**src/sv/tpsr_pkg.sv**
```systemverilog
// Package for the transport-stream PSI section reassembler.
// Holds constants, the parse-phase codes, the result record type and the CRC step.
// Depends on nothing.
package tpsr_pkg;

   localparam int PACKET_BYTES_DEF = 188;
   localparam logic [7:0]  SYNC_VALUE = 8'h47;
   localparam logic [31:0] CRC_POLY   = 32'h04c11db7;
   localparam logic [31:0] CRC_INIT   = 32'hffffffff;
   localparam logic [15:0] LIMIT_RESET = 16'd2000;
   localparam int FIFO_DEPTH = 4;

   localparam logic [1:0] CSR_PID   = 2'd0;
   localparam logic [1:0] CSR_TABLE = 2'd1;
   localparam logic [1:0] CSR_LIMIT = 2'd2;

   localparam logic [1:0] KIND_BODY    = 2'd0;
   localparam logic [1:0] KIND_DISCARD = 2'd1;
   localparam logic [1:0] KIND_STATUS  = 2'd2;

   localparam logic [2:0] ST_OK       = 3'd0;
   localparam logic [2:0] ST_NONE     = 3'd1;
   localparam logic [2:0] ST_SMALL    = 3'd2;
   localparam logic [2:0] ST_CRC      = 3'd3;
   localparam logic [2:0] ST_LOSTSYNC = 3'd4;

   typedef enum logic [7:0] {
      PH_HDR     = 8'b0000_0001,
      PH_AFLEN   = 8'b0000_0010,
      PH_AFSKIP  = 8'b0000_0100,
      PH_PTR     = 8'b0000_1000,
      PH_PTRSKIP = 8'b0001_0000,
      PH_THDR    = 8'b0010_0000,
      PH_BODY    = 8'b0100_0000,
      PH_IGNORE  = 8'b1000_0000
   } phase_type;

   typedef struct packed {
      logic [1:0] kind;
      logic [7:0] body_byte;
      logic [2:0] status;
      logic       last;
   } rsp_type;

   function automatic logic [31:0] crc_byte(input logic [31:0] crc, input logic [7:0] b);
      logic [31:0] c;
      c = crc ^ {b, 24'd0};
      for (int i = 0; i < 8; i++) begin
         c = c[31] ? ({c[30:0], 1'b0} ^ CRC_POLY) : {c[30:0], 1'b0};
      end
      return c;
   endfunction

endpackage

```
**src/sv/ts_psi_section_reassembler.sv**
```systemverilog
// Transport-stream PSI section reassembler with CRC-32/MPEG-2 check.
// Results pass through the result queue to the rsp_ ports.
// Throughput: one byte per cycle while full is low; the parser adds no limit.
// full rises only when the result queue holds its depth entries.
// Reset (synchronous, active high) resets the registers and starts a search.
module ts_psi_section_reassembler #(
   parameter int PACKET_BYTES = tpsr_pkg::PACKET_BYTES_DEF,
   parameter int QUEUE_DEPTH  = tpsr_pkg::FIFO_DEPTH
) (
   input  logic        clock,
   input  logic        reset,
   input  logic        push,
   output logic        full,
   input  logic        req_cmd,
   input  logic [7:0]  req_stream_byte,
   output logic        empty,
   input  logic        pop,
   output logic [1:0]  rsp_kind,
   output logic [7:0]  rsp_body_byte,
   output logic [2:0]  rsp_status,
   output logic        rsp_last,
   input  logic        csr_valid,
   output logic        csr_ready,
   input  logic [1:0]  csr_index,
   input  logic [15:0] csr_data
);
   import tpsr_pkg::*;

   logic [12:0] pid_ff;
   logic [7:0]  table_ff;
   logic [15:0] limit_ff;
   logic        fifo_full, acc, p_valid;
   rsp_type     p_item, q_item;

   assign csr_ready = 1'b1;
   always_ff @(posedge clock) begin
      if (reset) begin
         pid_ff <= '0; table_ff <= '0; limit_ff <= LIMIT_RESET;
      end else if (csr_valid) begin
         case (csr_index)
            CSR_PID:   pid_ff <= csr_data[12:0];
            CSR_TABLE: table_ff <= csr_data[7:0];
            CSR_LIMIT: limit_ff <= csr_data;
            default: ;
         endcase
      end
   end

   assign full = fifo_full;
   assign acc  = push && !fifo_full;

   tpsr_parser #(.PACKET_BYTES(PACKET_BYTES)) u_parser (
      .clock, .reset, .in_valid(acc), .in_cmd(req_cmd), .in_byte(req_stream_byte),
      .match_pid(pid_ff), .match_table(table_ff),
      .packet_limit((limit_ff == 16'd0) ? 16'd1 : limit_ff),
      .out_valid(p_valid), .out_item(p_item));

   tpsr_fifo #(.DEPTH(QUEUE_DEPTH)) u_fifo (
      .clock, .reset, .wr_en(p_valid), .wr_item(p_item), .full(fifo_full),
      .empty, .rd_en(pop), .rd_item(q_item));

   assign rsp_kind      = q_item.kind;
   assign rsp_body_byte = q_item.body_byte;
   assign rsp_status    = q_item.status;
   assign rsp_last      = q_item.last;
endmodule

```
**src/sv/tpsr_parser.sv**
```systemverilog
// Front part: parses transport-stream bytes and produces at most one result per item.
// Depends on tpsr_pkg.
module tpsr_parser #(
   parameter int PACKET_BYTES = tpsr_pkg::PACKET_BYTES_DEF
) (
   input  logic                 clock,
   input  logic                 reset,
   input  logic                 in_valid,
   input  logic                 in_cmd,
   input  logic [7:0]           in_byte,
   input  logic [12:0]          match_pid,
   input  logic [7:0]           match_table,
   input  logic [15:0]          packet_limit,
   output logic                 out_valid,
   output tpsr_pkg::rsp_type    out_item
);
   import tpsr_pkg::*;

   logic [7:0]  pos_ff, pos_in;
   logic [15:0] hdr_ff, hdr_in;
   logic [7:0]  skip_ff, skip_in;
   logic [4:0]  ecc_ff, ecc_in;
   logic [11:0] rem_ff, rem_in;
   logic [11:0] size_ff, size_in;
   logic        coll_ff, coll_in;
   logic [31:0] crc_ff, crc_in;
   logic [15:0] seen_ff, seen_in;
   logic        fin_ff, fin_in;
   phase_type   ph_ff, ph_in;
   logic        spk_ff, spk_in;
   logic        vp_ff, vp_in;
   logic [2:0]  verd_ff, verd_in;

   logic        emit;
   rsp_type     item;

   always_comb begin
      logic [23:0] sh;
      logic [12:0] pid;
      logic [3:0]  cc;
      logic        bad, drop;
      logic [9:0]  len;
      logic [31:0] ncrc;
      logic [11:0] nrem;
      logic [15:0] nseen;
      pos_in = pos_ff; hdr_in = hdr_ff; skip_in = skip_ff; ecc_in = ecc_ff;
      rem_in = rem_ff; size_in = size_ff; coll_in = coll_ff; crc_in = crc_ff;
      seen_in = seen_ff; fin_in = fin_ff; ph_in = ph_ff; spk_in = spk_ff;
      vp_in = vp_ff; verd_in = verd_ff;
      emit = 1'b0;
      item = '0;
      bad = 1'b0; drop = 1'b0;
      sh = {hdr_ff, in_byte};
      pid = {sh[20:16], sh[15:8]};
      cc = sh[3:0];
      len = {hdr_ff[1:0], in_byte};
      ncrc = crc_byte(crc_ff, in_byte);
      nrem = rem_ff - 12'd1;
      nseen = seen_ff + 16'd1;
      if (in_valid) begin
         if (!in_cmd) begin
            pos_in = '0; hdr_in = '0; skip_in = '0; ecc_in = 5'h10; rem_in = '0;
            size_in = '0; coll_in = 1'b0; crc_in = CRC_INIT; seen_in = '0;
            fin_in = 1'b0; ph_in = PH_HDR; spk_in = 1'b0; vp_in = 1'b0; verd_in = ST_OK;
         end else if (fin_ff) begin
         end else if (vp_ff) begin
            fin_in = 1'b1;
            emit = 1'b1;
            item = '{kind: KIND_STATUS, body_byte: 8'd0, status: verd_ff, last: 1'b1};
         end else if (pos_ff == 8'd0 && in_byte != SYNC_VALUE) begin
            fin_in = 1'b1;
            emit = 1'b1;
            item = '{kind: KIND_STATUS, body_byte: 8'd0, status: ST_LOSTSYNC, last: 1'b1};
         end else begin
            if (pos_ff == 8'd0) begin
               ph_in = PH_HDR;
               spk_in = 1'b0;
            end else begin
               unique case (ph_ff)
                  PH_HDR: begin
                     hdr_in = sh[15:0];
                     if (pos_ff == 8'd3) begin
                        ph_in = PH_IGNORE;
                        if (pid != match_pid || sh[23] || !sh[4]) begin
                        end else if (!ecc_ff[4] && {1'b0, cc} != ecc_ff) begin
                           ecc_in = {1'b0, cc + 4'd1};
                           if (coll_ff) drop = 1'b1;
                        end else begin
                           ecc_in = {1'b0, cc + 4'd1};
                           if (sh[22] && coll_ff) drop = 1'b1;
                           else if (sh[22] || coll_ff) begin
                              spk_in = sh[22];
                              ph_in = sh[5] ? PH_AFLEN : (sh[22] ? PH_PTR : PH_BODY);
                           end
                        end
                     end
                  end
                  PH_AFLEN: begin
                     skip_in = in_byte;
                     ph_in = (in_byte != 8'd0) ? PH_AFSKIP : (spk_ff ? PH_PTR : PH_BODY);
                  end
                  PH_AFSKIP: begin
                     skip_in = skip_ff - 8'd1;
                     if (skip_ff == 8'd1) ph_in = spk_ff ? PH_PTR : PH_BODY;
                  end
                  PH_PTR: begin
                     skip_in = in_byte;
                     if (in_byte != 8'd0) ph_in = PH_PTRSKIP;
                     else begin
                        skip_in = '0; crc_in = CRC_INIT; ph_in = PH_THDR;
                     end
                  end
                  PH_PTRSKIP: begin
                     skip_in = skip_ff - 8'd1;
                     if (skip_ff == 8'd1) begin
                        crc_in = CRC_INIT; ph_in = PH_THDR;
                     end
                  end
                  PH_THDR: begin
                     crc_in = ncrc;
                     hdr_in = sh[15:0];
                     skip_in = skip_ff + 8'd1;
                     case (skip_ff)
                        8'd0: bad = (in_byte != match_table);
                        8'd1: bad = ((in_byte & 8'hfc) != 8'hb0);
                        8'd2: begin
                           if (len < 10'd5) bad = 1'b1;
                           else begin
                              size_in = {2'b00, len - 10'd5};
                              rem_in = {2'b00, len - 10'd5};
                           end
                        end
                        8'd5: bad = ((in_byte & 8'hc0) != 8'hc0);
                        8'd7: begin
                           if (size_ff == 12'd0) begin
                              coll_in = 1'b0; rem_in = '0; size_in = '0;
                              crc_in = CRC_INIT; spk_in = 1'b0; ph_in = PH_IGNORE;
                           end else begin
                              coll_in = 1'b1; spk_in = 1'b0; ph_in = PH_BODY;
                           end
                        end
                        default: ;
                     endcase
                     if (bad) drop = 1'b1;
                  end
                  PH_BODY: begin
                     if (coll_ff && rem_ff != 12'd0) begin
                        emit = 1'b1;
                        item = '{kind: KIND_BODY, body_byte: in_byte, status: ST_OK,
                                 last: 1'b0};
                        crc_in = ncrc;
                        rem_in = nrem;
                        if (nrem == 12'd0) begin
                           coll_in = 1'b0;
                           vp_in = 1'b1;
                           ph_in = PH_IGNORE;
                           if (size_ff < 12'd4) verd_in = ST_SMALL;
                           else if (ncrc != 32'd0) verd_in = ST_CRC;
                           else verd_in = ST_OK;
                        end
                     end
                  end
                  PH_IGNORE: ;
                  default: ;
               endcase
            end
            // Header parsing still open at the end of a start packet is a fault.
            if (32'(pos_ff) + 32'd1 >= 32'(PACKET_BYTES) && spk_in &&
                (ph_in == PH_AFLEN || ph_in == PH_AFSKIP || ph_in == PH_PTR ||
                 ph_in == PH_PTRSKIP || ph_in == PH_THDR))
               drop = 1'b1;
            if (drop) begin
               coll_in = 1'b0; rem_in = '0; size_in = '0; crc_in = CRC_INIT;
               spk_in = 1'b0; ph_in = PH_IGNORE;
               emit = 1'b1;
               item = '{kind: KIND_DISCARD, body_byte: 8'd0, status: ST_OK, last: 1'b0};
            end
            if (32'(pos_ff) + 32'd1 >= 32'(PACKET_BYTES)) begin
               seen_in = nseen;
               pos_in = '0;
               if (!vp_in && nseen >= packet_limit) begin
                  fin_in = 1'b1;
                  emit = 1'b1;
                  item = '{kind: KIND_STATUS, body_byte: 8'd0, status: ST_NONE,
                           last: 1'b1};
               end
            end else begin
               pos_in = pos_ff + 8'd1;
            end
         end
      end
   end

   always_ff @(posedge clock) begin
      if (reset) begin
         pos_ff <= '0; hdr_ff <= '0; skip_ff <= '0; ecc_ff <= 5'h10; rem_ff <= '0;
         size_ff <= '0; coll_ff <= 1'b0; crc_ff <= CRC_INIT; seen_ff <= '0;
         fin_ff <= 1'b0; ph_ff <= PH_HDR; spk_ff <= 1'b0; vp_ff <= 1'b0;
         verd_ff <= ST_OK;
      end else begin
         pos_ff <= pos_in; hdr_ff <= hdr_in; skip_ff <= skip_in; ecc_ff <= ecc_in;
         rem_ff <= rem_in; size_ff <= size_in; coll_ff <= coll_in; crc_ff <= crc_in;
         seen_ff <= seen_in; fin_ff <= fin_in; ph_ff <= ph_in; spk_ff <= spk_in;
         vp_ff <= vp_in; verd_ff <= verd_in;
      end
   end

   assign out_valid = emit;
   assign out_item  = item;

   a_pos_range: assert property (@(posedge clock) disable iff (reset)
      32'(pos_ff) < PACKET_BYTES) else $error("byte position out of range");
   a_fin_quiet: assert property (@(posedge clock) disable iff (reset)
      fin_ff && in_valid && in_cmd |-> !emit) else $error("item after end");
   a_verdict_next: assert property (@(posedge clock) disable iff (reset)
      vp_ff && !fin_ff && in_valid && in_cmd |-> emit && item.kind == KIND_STATUS)
      else $error("verdict not delivered");
   a_body_coll: assert property (@(posedge clock) disable iff (reset)
      emit && item.kind == KIND_BODY |-> coll_ff) else $error("body byte while idle");
endmodule

```
**src/sv/tpsr_fifo.sv**
```systemverilog
// Back part: result queue between the parser and the result port.
// Depends on tpsr_pkg.
module tpsr_fifo #(
   parameter int DEPTH = tpsr_pkg::FIFO_DEPTH
) (
   input  logic              clock,
   input  logic              reset,
   input  logic              wr_en,
   input  tpsr_pkg::rsp_type wr_item,
   output logic              full,
   output logic              empty,
   input  logic              rd_en,
   output tpsr_pkg::rsp_type rd_item
);
   import tpsr_pkg::*;
   localparam int AW = (DEPTH > 1) ? $clog2(DEPTH) : 1;

   rsp_type      mem_ff [DEPTH];
   logic [AW-1:0] wp_ff, wp_in, rp_ff, rp_in;
   logic [AW:0]   cnt_ff, cnt_in;
   logic          do_wr, do_rd;

   assign do_wr = wr_en && !full;
   assign do_rd = rd_en && !empty;
   assign full  = (cnt_ff == (AW+1)'(DEPTH));
   assign empty = (cnt_ff == '0);
   assign rd_item = mem_ff[rp_ff];

   always_comb begin
      wp_in = wp_ff; rp_in = rp_ff;
      if (do_wr) wp_in = (32'(wp_ff) == DEPTH-1) ? '0 : wp_ff + 1'b1;
      if (do_rd) rp_in = (32'(rp_ff) == DEPTH-1) ? '0 : rp_ff + 1'b1;
      cnt_in = cnt_ff + (AW+1)'(do_wr) - (AW+1)'(do_rd);
   end

   always_ff @(posedge clock) begin
      if (reset) begin
         wp_ff <= '0; rp_ff <= '0; cnt_ff <= '0;
      end else begin
         wp_ff <= wp_in; rp_ff <= rp_in; cnt_ff <= cnt_in;
      end
   end

   always_ff @(posedge clock) begin
      if (do_wr) mem_ff[wp_ff] <= wr_item;
   end

   a_no_overflow: assert property (@(posedge clock) disable iff (reset)
      cnt_ff <= (AW+1)'(DEPTH)) else $error("queue overflow");
   a_cnt_step: assert property (@(posedge clock) disable iff (reset)
      do_wr && !do_rd |=> cnt_ff == $past(cnt_ff) + 1'b1) else $error("count slip");
   a_ptr_match: assert property (@(posedge clock) disable iff (reset)
      empty |-> wp_ff == rp_ff) else $error("pointer mismatch");
endmodule

```
**config.mk**
```make
export PLATFORM = sky130hd
export DESIGN_NAME = ts_psi_section_reassembler
export DESIGN_NICKNAME = d
export VERILOG_FILES = /design/src/sv/tpsr_pkg.sv /design/src/sv/ts_psi_section_reassembler.sv /design/src/sv/tpsr_parser.sv /design/src/sv/tpsr_fifo.sv
export SDC_FILE = /design/constraint.sdc
export NUM_CORES = 1
export LEC_CHECK = 0
export ABC_CLOCK_PERIOD_IN_PS = 5550
export BUFFER_PORTS_ARGS = -buffer_cell sky130_fd_sc_hd__buf_2
export CELL_PAD_IN_SITES_DETAIL_PLACEMENT = 1
export CELL_PAD_IN_SITES_GLOBAL_PLACEMENT = 2
export CORE_AREA = 2 2 179 181
export DETAILED_ROUTE_END_ITERATION = 6
export DIE_AREA = 0 0 181 183
export PLACE_DENSITY_LB_ADDON = 0.1
export SYNTH_ARGS = -nofsm -noshare
export SYNTH_HDL_FRONTEND = slang
export SYNTH_HIERARCHICAL = 1
export SYNTH_SLANG_ARGS = --single-unit
```
**constraint.sdc**
```tcl
create_clock -name clock -period 5.55 [get_ports clock]
set_input_delay 0.555 -clock clock [delete_from_list [all_inputs] [get_ports clock]]
set_output_delay 0.555 -clock clock [all_outputs]
set_load 0.01 [all_outputs]
```
==> results of run 1 <==
==> worst min-delay path, stage by stage <==
cell and delay, ns:
buf_2 0.09, nand2_1 0.05, a21oi_1 0.05
==> cell type report <==
class / count / area [µm²] / share of cell area (%)
Clock buffer: 29 / 683 / 4.94
Clock inverter: 21 / 245 / 1.77
Inverter: 47 / 176 / 1.27
Multi-Input combinational cell: 1003 / 6740 / 48.7
Sequential cell: 222 / 5000 / 36.2
Tap cell: 402 / 503 / 3.63
Timing Repair Buffer: 80 / 485 / 3.51
==> report_power, final <==
part | internal [mW] | switching (mW)
sequential | 1.71 | 0.0607
combinational | 0.277 | 0.408
clock | 1.13 | 0.736
==> sequential cells by signal (all words and copies together), names as in the netlist, 10 cells and up, named ones only <==
name              flops
pid_ff               13
u_parser/crc_ff      32
u_fifo/mem_ff        56
u_parser/hdr_ff      15
u_parser/rem_ff      12
limit_ff             16
u_parser/seen_ff     16
u_parser/size_ff     10
==> kinds of logic after synthesis <==
logic type	synth area share (%)
compound gates	17.4
xor+xnor	9.09
fa+ha+maj	3.92
buf+inv	4.88
flops	40.6
mux	3.46
other cells	0.0304
simple gates	20.6
==> path summary, 6_finish.rpt <==
kind | startpoint | to | cells after the start
setup / recovery | u_parser/ph_ff[3] | u_fifo/cnt_ff[2] | 18
hold / removal | csr_data[14] | limit_ff[14] | 3
setup reg to reg | u_parser/ph_ff[3] | u_fifo/cnt_ff[2] | 18
hold reg to reg | u_parser/ecc_ff[4] | u_parser/ecc_ff[4] | 2
==> layout by cell type, fill, tap and decap left out, types with 19 or more instances in the layout <==
| cell type | netlist | final |
|---|---|---|
| buf_4 | 9 | 34 |
| a22oi_1 | 30 | 30 |
| edfxtp_1 | 56 | 56 |
| inv_1 | 47 | 47 |
| nand3_1 | 44 | 44 |
| nor3_1 | 35 | 34 |
| nand2_1 | 141 | 141 |
| a2bb2oi_1 | 23 | 23 |
| nor4_1 | 24 | 24 |
| xnor2_1 | 86 | 86 |
| a21oi_1 | 85 | 85 |
| xor2_1 | 42 | 42 |
| nand4_1 | 20 | 20 |
| clkbuf_16 | 0 | 27 |
| nor2_1 | 123 | 123 |
| buf_2 | 7 | 46 |
| dfxtp_1 | 166 | 166 |
| a21o_1 | 19 | 19 |
| and3_1 | 19 | 19 |
| o21ai_0 | 41 | 41 |
| ha_1 | 37 | 37 |
==> stage by stage <==
| stage | hold WS [ns] | instances | utilization (%) |
|---|---|---|---|
| 2_1_floorplan | 0.422 | 1366 | - |
| 3_3_place_gp | 0.440 | 1753 | 41.3 |
| 3_5_place_dp | 0.457 | 1753 | 41.3 |
| 4_1_cts | 0.236 | 1803 | 44.2 |
| 5_1_grt | 0.267 | 1804 | 44.3 |
| 6_report | 0.253 | 1804 | 44.3 |
==> metal layers <==
metal  vias to the layer above  wire length [µm]  GRT usage (%)
met5                         -                 0              0
met4                         0              1010           6.73
met3                        56              1120           2.32
met2                       156             17800           38.9
met1                      5051             18100           31.7
li1                       4961                 -              -
==> timing repair <==
action | CTS | global route
buffers inserted | 0 | 1
resized for setup | 0 | 3
setup endpoints to repair | 0 | 2
==> reports/results.tsv, run 1 <==
stage	metric	value	unit
outcome	status	finished, final reports clean	
route	antenna_left	0	
place	numPortBuffers	47	
route	wirelength	38.1	mm
setup_path	slowest_stage	or4_4	
clock_tree	hold_buffers	0	
yosys	synth_nets	1436	
layout	drive_above_1_share	12.1	%
die	boundaryPins	49	
timing	period_needed	5.08	ns
die	start_util	39.5	%
setup_path	worst-path-buf-inv	2	
yosys	synth_largest_area_cell	dfxtp_1	
layout	n_antenna_cell	0	
setup_path	worst-r2r-setup-slack	0.47	ns
die	core_area	31200	µm²
place	gp_congestion	0.869	
setup_path	end_kind	register	
global_routing	grt_max_degree	92	
yosys	synth_area	12300	µm²
route	route.detailed.drc	0	
timing	slew_violations	0	
route	post_drt_via_cell_ratio	5.67	
yosys	ys.flop_type	dfxtp_1	
timing	hold_viol_final	0	
die	row_count	65	
layout	final_area	13800	µm²
layout	fillers	3602	
global_routing	grt_pass1_vias	10400	
global_routing	grt_overflow	0	
yosys	synth.top_cell.area_share	27.0	%
yosys	synth_edf_count	56	
yosys	yosysUniqueCellTypes	87	
timing	tightest_slew	1.07	ns
yosys	synth_seq_cells	222	
yosys	ys_seq_area_share	40.6	%
global_routing	track_usage	23.1	%
setup_path	slowest_delay	0.58	ns
timing	relSlewSlack	28.6	%
place	dp_hpwl	27.5	mm
yosys	yosys_warnings	6	
yosys	yosys-top-cells-area	dfxtp_1 27%, edfxtp_1 14%, xnor2_1 6.1%, nand2_1 4.3%, ha_1 3.8%	
run	max-cap-violations	0	
setup_path	cp_cell_sequence	or4_4, or4_4, nor4_2, nand4b_1, mux2_2, a2111oi_0, o221ai_1, a21oi_1, o311a_4, and2_4, inv_1, ha_1, inv_1, ha_1, fa_1, xnor2_1, xnor2_1, nor2_1	
clock_tree	clk_latency	0.54	ns
place	placed_cell_area	12900	µm²
timing	fin_tns_setup	0	ns
route	dr.pass1.iters	4	
yosys	syn_area_per_cell	9.03	µm²
yosys	ys_top_cells_by_count	166 x dfxtp_1, 141 x nand2_1, 123 x nor2_1	
power	fin_total_pwr	4.32	mW
route	vias	10200	
clock_tree	htreeDepth	1	
hold_path	hold_path_class	primary input to register	
clock_tree	cts_tree	built	
route	routedWlPerCell	21.1	µm
place	dpl_worst_slack	0.121	ns
die	die_x	181	µm
yosys	yosysMostFrequentCell	dfxtp_1	
global_routing	antenna_found_initial	1	
yosys	synth_cells	1366	
timing	period_share	91.5	%
setup_path	worstPathRequired	5.97	ns
setup_path	crit_type	register to register	
clock_tree	clkSlewWorstSetupHoldPaths	0.06	ns
clock_tree	numCtsBuffers	27	
setup_path	cp-start-kind	register	
setup_path	cp_max_fo	12	
timing	finalClockSkew	0.0110	ns
setup_path	cpLargestDelayFamily	simple AND/OR/NAND/NOR gates	
die	die_area	33100	µm²
power	cellPowerDensity	312	nW/µm²
timing	max_freq	0.197	GHz
clock_tree	cts_root_buffer	clkbuf_16	
timing	rsz0062_at_grt	false	
yosys	synth-async-reset-ratio	0	%
timing	setup_viol	0	
power	ir_worst_vdd	215	µV
clock_tree	cts_sinks	222	
clock_tree	clockBufferDepth	3	
power	leakagePower	5.35	nW
setup_path	critPathArrivalTime	5.50	ns
die	dieHeight	183	µm
layout	nNetsFinal	1451	
timing	setup_ws	0.473	ns
global_routing	grt_pass1_wl	60.8	mm
route	drt_iter0_markers	593	
layout	syn2layout_area_growth	12.3	%
No activity file was read; power rests on OpenSTA's default activity.
==> run 2: changes to the inputs <==
--- a/config.mk
+++ b/config.mk
@@ -5,13 +5,13 @@
 export SDC_FILE = /design/constraint.sdc
 export NUM_CORES = 1
 export LEC_CHECK = 0
-export ABC_CLOCK_PERIOD_IN_PS = 5550
+export ABC_CLOCK_PERIOD_IN_PS = 6600
 export BUFFER_PORTS_ARGS = -buffer_cell sky130_fd_sc_hd__buf_2
 export CELL_PAD_IN_SITES_DETAIL_PLACEMENT = 1
 export CELL_PAD_IN_SITES_GLOBAL_PLACEMENT = 2
-export CORE_AREA = 2 2 179 181
+export CORE_AREA = 2 2 206 208
 export DETAILED_ROUTE_END_ITERATION = 6
-export DIE_AREA = 0 0 181 183
+export DIE_AREA = 0 0 208 210
 export PLACE_DENSITY_LB_ADDON = 0.1
 export SYNTH_ARGS = -nofsm -noshare
 export SYNTH_HDL_FRONTEND = slang
==> constraint.sdc (replaced) <==
create_clock -name clock -period 6.6 [get_ports clock]
set_input_delay 0.66 -clock clock [delete_from_list [all_inputs] [get_ports clock]]
set_output_delay 0.66 -clock clock [all_outputs]
set_load 0.01 [all_outputs]
==> run 2 against run 1 <==
  * Flip-flop and latch count is the same
  * Setup slack gained 0.40 ns
  * Die area grew 32%
  * First-iteration DRC count shrank 24%
  * Non-clock buffer count shrank 12
  * Core utilization shrank 11 points
  * Cell area grew 0.35%
  * Critical path depth is the same
  * Clock power shrank 18%
  * Critical path type unchanged
==> reports/results.tsv, run 2 (synthesis gave the netlist of run 1 again) <==
stage	metric	value	unit	change
layout	drive_above_1_share	10.9	%	was 12.1%
clock_tree	numCtsBuffers	28		was 27
timing	slew_violations	0		unchanged
layout	final_cell_mix	166 x dfxtp_1, 141 x nand2_1, 123 x nor2_1		unchanged
route	routedWlPerCell	20.9	µm	was 21.1 µm
layout	final_area	13900	µm²	was 13800 µm²
die	row_count	75		was 65
route	drt_iter0_markers	448		was 593
outcome	status	finished, final reports clean		unchanged
place	dp_hpwl	28.9	mm	was 27.5 mm
global_routing	grt_overflow	0		unchanged
setup_path	r2r_cells	18		unchanged
route	post_drt_via_cell_ratio	5.25		was 5.67
route	route.detailed.drc	0		unchanged
timing	hold_viol_final	0		unchanged
route	met3RoutedLength	1.27	mm	was 1.12 mm
route	wirelength	40.3	mm	was 38.1 mm
global_routing	grt_max_degree	84		was 92
die	start_util	29.7	%	was 39.5%
run	max-cap-violations	0		unchanged
clock_tree	cts_sinks	222		unchanged
place	numPortBuffers	47		unchanged
die	die_area	43700	µm²	was 33100 µm²
setup_path	cp-startpoint	u_parser/ph_ff[3]		unchanged
clock_tree	clk_latency	0.57	ns	was 0.54 ns
layout	top_register	u_fifo/mem_ff		unchanged
timing	setup_viol	0		unchanged
layout	fillers	4812		was 3602
clock_tree	hold_buffers	0		unchanged
timing	relSlewSlack	28.1	%	was 28.6%
timing	timing.hold.ws	0.339	ns	was 0.253 ns
power	leakagePower	5.27	nW	was 5.35 nW
setup_path	r2r_start	u_parser/ph_ff[3]		unchanged
timing	finalClockSkew	0.0173	ns	was 0.0110 ns
setup_path	worstPathRequired	7.04	ns	was 5.97 ns
global_routing	antenna_found_initial	2		was 1
setup_path	crit_type	register to register		unchanged
clock_tree	post_cts_resized	0		unchanged
timing	rsz0062_at_grt	false		unchanged
route	antenna_left	0		unchanged
global_routing	track_usage	18.4	%	was 23.1%
place	gp_congestion	0.833		was 0.869
die	dieHeight	210	µm	was 183 µm
die	boundaryPins	49		unchanged
timing	max_freq	0.175	GHz	was 0.197 GHz
clock_tree	clkSlewWorstSetupHoldPaths	0.06	ns	about the same
setup_path	critPathArrivalTime	6.17	ns	was 5.50 ns
layout	largest_register_ffs	56		unchanged
clock_tree	cts_tree	built		unchanged
die	die_x	208	µm	was 181 µm
setup_path	worst-r2r-setup-slack	0.87	ns	was 0.47 ns
layout	nNetsFinal	1440		was 1451
clock_tree	cts_setup_buffers	0		unchanged
timing	fin_tns_setup	0	ns	unchanged
setup_path	cp-start-kind	register		unchanged
route	wl_met2	18.8	mm	was 17.8 mm
power	cellPowerDensity	259	nW/µm²	was 312 nW/µm²
setup_path	cp_max_fo	12		unchanged
timing	tightest_slew	1.07	ns	about the same
route	vias	10100		was 10200
timing	period_share	86.7	%	was 91.5%
power	ir_worst_vdd	197	µV	was 215 µV
clock_tree	htreeDepth	1		unchanged
layout	syn2layout_area_growth	12.7	%	was 12.3%
hold_path	hold_path_class	primary input to register		unchanged
route	dr.pass1.iters	4		unchanged
global_routing	grt_pass1_vias	10400		about the same
layout	multi_input_area	6720	µm²	was 6740 µm²
timing	period_needed	5.73	ns	was 5.08 ns
setup_path	r2r-end	u_fifo/cnt_ff[2]		unchanged
layout	final_common_cell	dfxtp_1		unchanged
setup_path	end_kind	register		unchanged
global_routing	grt_pass1_wl	63.3	mm	was 60.8 mm
route	wl_met1	19.3	mm	was 18.1 mm
layout	seq_area	5000	µm²	unchanged
die	core_area	41500	µm²	was 31200 µm²
layout	largestRegisters	u_fifo/mem_ff: 56 flops, u_parser/crc_ff: 32 flops		unchanged
route	top_layer	met5		was met4
setup_path	endpoint	u_fifo/cnt_ff[2]		unchanged
clock_tree	cts_root_buffer	clkbuf_16		unchanged
place	placed_cell_area	13000	µm²	was 12900 µm²
clock_tree	clockBufferDepth	3		unchanged
==> run 2: final cells by class <==
| cell class | instances | share of cell area [%] |
|---|---|---|
| clock inverters | 19 | 1.16 |
| inverters | 47 | 1.27 |
| well taps | 539 | 4.85 |
| diodes | 2 | 0.0360 |
| multi-input cells | 1003 | 48.4 |
| clock buffers | 33 | 5.40 |
| flip-flops and latches | 222 | 36.0 |
| repair buffers | 68 | 2.85 |
==> run 2: where the power goes <==
part           internal [mW]  leakage, nW  switching (mW)
logic                  0.228         2.97           0.342
clock network          0.890        0.442           0.641
registers               1.44         1.86          0.0520
==> run 2: worst max-delay path: stages (launching register included) <==
cell and delay, ns:
dfxtp_1 0.42, or4_4 0.58, or4_4 0.53, nor4_2 0.44, nand4b_1 0.17, mux2_2 0.32
a2111oi_0 0.53, o221ai_1 0.30, a21oi_1 0.42, o311a_1 0.40, and2_4 0.22, inv_1 0.04
ha_1 0.26, inv_1 0.04, ha_1 0.18, fa_1 0.38, xnor2_1 0.18, xnor2_1 0.14
nor2_1 0.05
==> run 2: metrics by stage <==
| step | instances | setup WS, ns | util (%) | power, mW |
|---|---|---|---|---|
| finish | 1933 | 0.875 | 33.5 | 3.59 |
| global route | 1931 | 0.662 | 33.5 | 3.77 |
| CTS | 1931 | 1.02 | 33.5 | 3.67 |
| detailed placement | 1879 | 1.04 | 31.3 | 2.10 |
| global placement | 1879 | 1.12 | 31.3 | 2.10 |
| floorplan | 1366 | 1.86 | - | 1.91 |
==> run 2: per-layer routing <==
layer,vias up,GRT usage (%)
met5,-,0
met1,4982,24.9
li1,4946,-
met4,2,4.89
met2,155,31.0
met3,57,2.37
==> run 2: how the worst min path moves through the flow <==
stage,startpoint,to,slack [ns],cells past startpoint
6_report,csr_data[15],limit_ff[15],0.34,3
3_5_place_dp,u_parser/ecc_ff[4],u_parser/ecc_ff[4],0.44,2
3_3_place_gp,u_parser/ecc_ff[4],u_parser/ecc_ff[4],0.44,2
2_1_floorplan,u_parser/ecc_ff[4],u_parser/ecc_ff[4],0.42,2
4_1_cts,csr_data[13],limit_ff[13],0.30,3
5_1_grt,csr_data[15],limit_ff[15],0.34,3
==> run 3: changes to the inputs <==
--- a/config.mk
+++ b/config.mk
@@ -9,9 +9,9 @@
 export BUFFER_PORTS_ARGS = -buffer_cell sky130_fd_sc_hd__buf_2
 export CELL_PAD_IN_SITES_DETAIL_PLACEMENT = 1
 export CELL_PAD_IN_SITES_GLOBAL_PLACEMENT = 2
-export CORE_AREA = 2 2 206 208
+export CORE_AREA = 2 2 173 175
 export DETAILED_ROUTE_END_ITERATION = 6
-export DIE_AREA = 0 0 208 210
+export DIE_AREA = 0 0 175 177
 export PLACE_DENSITY_LB_ADDON = 0.1
 export SYNTH_ARGS = -nofsm -noshare
 export SYNTH_HDL_FRONTEND = slang
==> run 3 against run 2 <==
  * Global-route usage increased by 5.8 points
  * Clock power rose by 3%
  * Via count shrank 0.23%
  * Flip-flop and latch count is the same
  * Combinational power shrank 2%
  * Routed wire length fell by 8.8%
  * Total power increased by 0.94%
  * Non-clock buffer count down 7
  * Maximum frequency is 5.5% higher
  * Sequential power about the same
  * Critical endpoint unchanged
  * Highest routed layer unchanged
==> reports/results.tsv, run 3 (synthesis gave the netlist of run 1 again) <==
stage	metric	value	unit	change
outcome	status	finished, final reports clean		unchanged
global_routing	grt_max_degree	69		was 84
die	core_area	29200	µm²	was 41500 µm²
route	wl_met1	17.3	mm	was 19.3 mm
layout	n_antenna_cell	0		was 2
timing	relSlewSlack	29.4	%	was 28.1%
power	p_sw_share	27.2	%	was 28.8%
layout	largestRegisters	u_fifo/mem_ff: 56 flops, u_parser/crc_ff: 32 flops		unchanged
layout	syn2layout_area_growth	11.0	%	was 12.7%
route	wl_met2	17.4	mm	was 18.8 mm
layout	final_common_cell	dfxtp_1		unchanged
die	row_count	63		was 75
setup_path	cp-start-kind	register		unchanged
power	ir_worst_vdd	209	µV	was 197 µV
timing	period_share	82.2	%	was 86.7%
place	gp_congestion	0.900		was 0.833
power	cellPowerDensity	265	nW/µm²	was 259 nW/µm²
route	vias	10100		about the same
layout	final_cell_mix	166 x dfxtp_1, 141 x nand2_1, 123 x nor2_1		unchanged
layout	top_register	u_fifo/mem_ff		unchanged
route	antenna_left	0		unchanged
timing	fin_tns_setup	0	ns	unchanged
clock_tree	cts_sinks	222		unchanged
power	fin_total_pwr	3.63	mW	was 3.59 mW
global_routing	antenna_found_initial	3		was 2
die	die_x	175	µm	was 208 µm
setup_path	critPathArrivalTime	5.82	ns	was 6.17 ns
setup_path	crit_type	register to register		unchanged
global_routing	grt_overflow	0		unchanged
clock_tree	post_cts_resized	0		unchanged
timing	tightest_slew	1.05	ns	was 1.07 ns
power	p_int	2.64	mW	was 2.56 mW
setup_path	end_kind	register		unchanged
place	dp_hpwl	26.5	mm	was 28.9 mm
setup_path	worst-r2r-setup-slack	1.18	ns	was 0.87 ns
layout	utilization	46.8	%	was 33.5%
route	routedWlPerCell	20.8	µm	was 20.9 µm
power	p_sw	988	µW	was 1.03 mW
timing	period_needed	5.42	ns	was 5.73 ns
setup_path	worstPathRequired	6.99	ns	was 7.04 ns
global_routing	grt_pass1_vias	10500		was 10400
route	met3RoutedLength	1.21	mm	was 1.27 mm
timing	finalClockSkew	0.0153	ns	was 0.0173 ns
route	drt_iter0_markers	633		was 448
die	boundaryPins	49		unchanged
route	wirelength	36.8	mm	was 40.3 mm
clock_tree	clkSlewWorstSetupHoldPaths	0.06	ns	about the same
timing	setup_viol	0		unchanged
power	combPwrFrac	15.4	%	was 15.9%
power	p_clk_share	43.5	%	was 42.6%
clock_tree	clockBufferDepth	3		unchanged
layout	drive_above_1_share	10.5	%	was 10.9%
die	start_util	42.2	%	was 29.7%
clock_tree	hold_buffers	0		unchanged
layout	nNetsFinal	1431		was 1440
hold_path	hold_path_class	primary input to register		unchanged
route	post_drt_via_cell_ratio	5.71		was 5.25
timing	max_freq	0.184	GHz	was 0.175 GHz
global_routing	grt_pass1_wl	59.5	mm	was 63.3 mm
timing	timing.hold.ws	0.348	ns	was 0.339 ns
layout	final_area	13700	µm²	was 13900 µm²
layout	largest_register_ffs	56		unchanged
timing	rsz0062_at_grt	false		unchanged
clock_tree	cts_root_buffer	clkbuf_16		unchanged
power	leakagePower	5.25	nW	was 5.27 nW
die	die_area	31000	µm²	was 43700 µm²
clock_tree	htreeDepth	1		unchanged
route	top_layer	met5		unchanged
clock_tree	clk_latency	0.54	ns	was 0.57 ns
global_routing	track_usage	24.2	%	was 18.4%
die	dieHeight	177	µm	was 210 µm
run	max-cap-violations	0		unchanged
route	route.detailed.drc	0		unchanged
place	placed_cell_area	12700	µm²	was 13000 µm²
clock_tree	cts_setup_buffers	0		unchanged
timing	slew_violations	0		unchanged
clock_tree	numCtsBuffers	26		was 28
timing	hold_viol_final	0		unchanged
setup_path	cp_max_fo	8		was 12
clock_tree	cts_tree	built		unchanged
place	numPortBuffers	47		unchanged
power	seq_power_share	41.1	%	was 41.5%
route	dr.pass1.iters	5		was 4
[run 3: cell count changes in the layout (fill, tap and decap cells not counted)]
cell,before,now
buf_4,22,15
clkbuf_16,29,27
clkinv_1,6,1
clkinv_16,0,1
clkinv_4,5,0
inv_6,0,1
clkbuf_8,1,2
bufinv_16,2,5
clkbuf_1,3,4
clkinv_2,4,3
diode_2,2,0
clkinvlp_4,2,4
[run 3: worst paths after layout]
check	endpoint	cells after the start	from
setup / recovery	u_fifo/cnt_ff[2]	24	u_parser/seen_ff[0]
hold / removal	limit_ff[13]	3	csr_data[13]
setup reg to reg	u_fifo/cnt_ff[2]	24	u_parser/seen_ff[0]
hold reg to reg	u_parser/ecc_ff[4]	2	u_parser/ecc_ff[4]
[run 3: layout make-up]
cell class,instances,area (µm²)
clock buffers,33,718
fillers,3381,15600
well taps,390,488
repair buffers,61,343
flip-flops and latches,222,5000
clock inverters,15,238
multi-input cells,1003,6720
inverters,47,176
[run 3: metrics by stage]
| step | setup WS, ns | std cells |
|---|---|---|
| floorplan | 1.86 | 1366 |
| global placement | 1.37 | 1723 |
| detailed placement | 1.21 | 1723 |
| CTS | 1.19 | 1771 |
| global route | 0.747 | 1771 |
| finish | 1.18 | 1771 |
[run 3: power groups by stage]
| stage | Combinational [mW] | Sequential [mW] | Clock [mW] |
|---|---|---|---|
| 3_3_place_gp | 0.552 | 1.52 | 0 |
| 4_1_cts | 0.564 | 1.49 | 1.62 |
| 2_1_floorplan | 0.424 | 1.49 | 0 |
| 5_1_grt | 0.619 | 1.50 | 1.67 |
| 6_report | 0.558 | 1.49 | 1.58 |
| 3_5_place_dp | 0.561 | 1.52 | 0 |
[run 3: layer usage]
metal | up-vias | global-route usage (%)
met5 | - | 0
met3 | 60 | 2.64
li1 | 4918 | -
met4 | 4 | 6.25
met2 | 173 | 41.3
met1 | 4964 | 32.8
[run 3: critical path, stage by stage, from the launching register on]
cell      delay [ns]
dfxtp_1         0.41
nand3_1         0.14
nor2_1          0.20
and3_1          0.21
and3_1          0.24
and3_1          0.24
and3_1          0.25
xor2_1          0.17
ha_1            0.26
a21o_1          0.17
a21o_1          0.17
a21oi_1         0.12
o21ai_0         0.14
a211oi_1        0.56
nor2_1          0.16
o311a_1         0.49
and2_4          0.20
inv_1           0.05
ha_1            0.12
inv_1           0.04
ha_1            0.18
fa_1            0.37
xnor2_1         0.18
xnor2_1         0.14
nor2_1          0.05
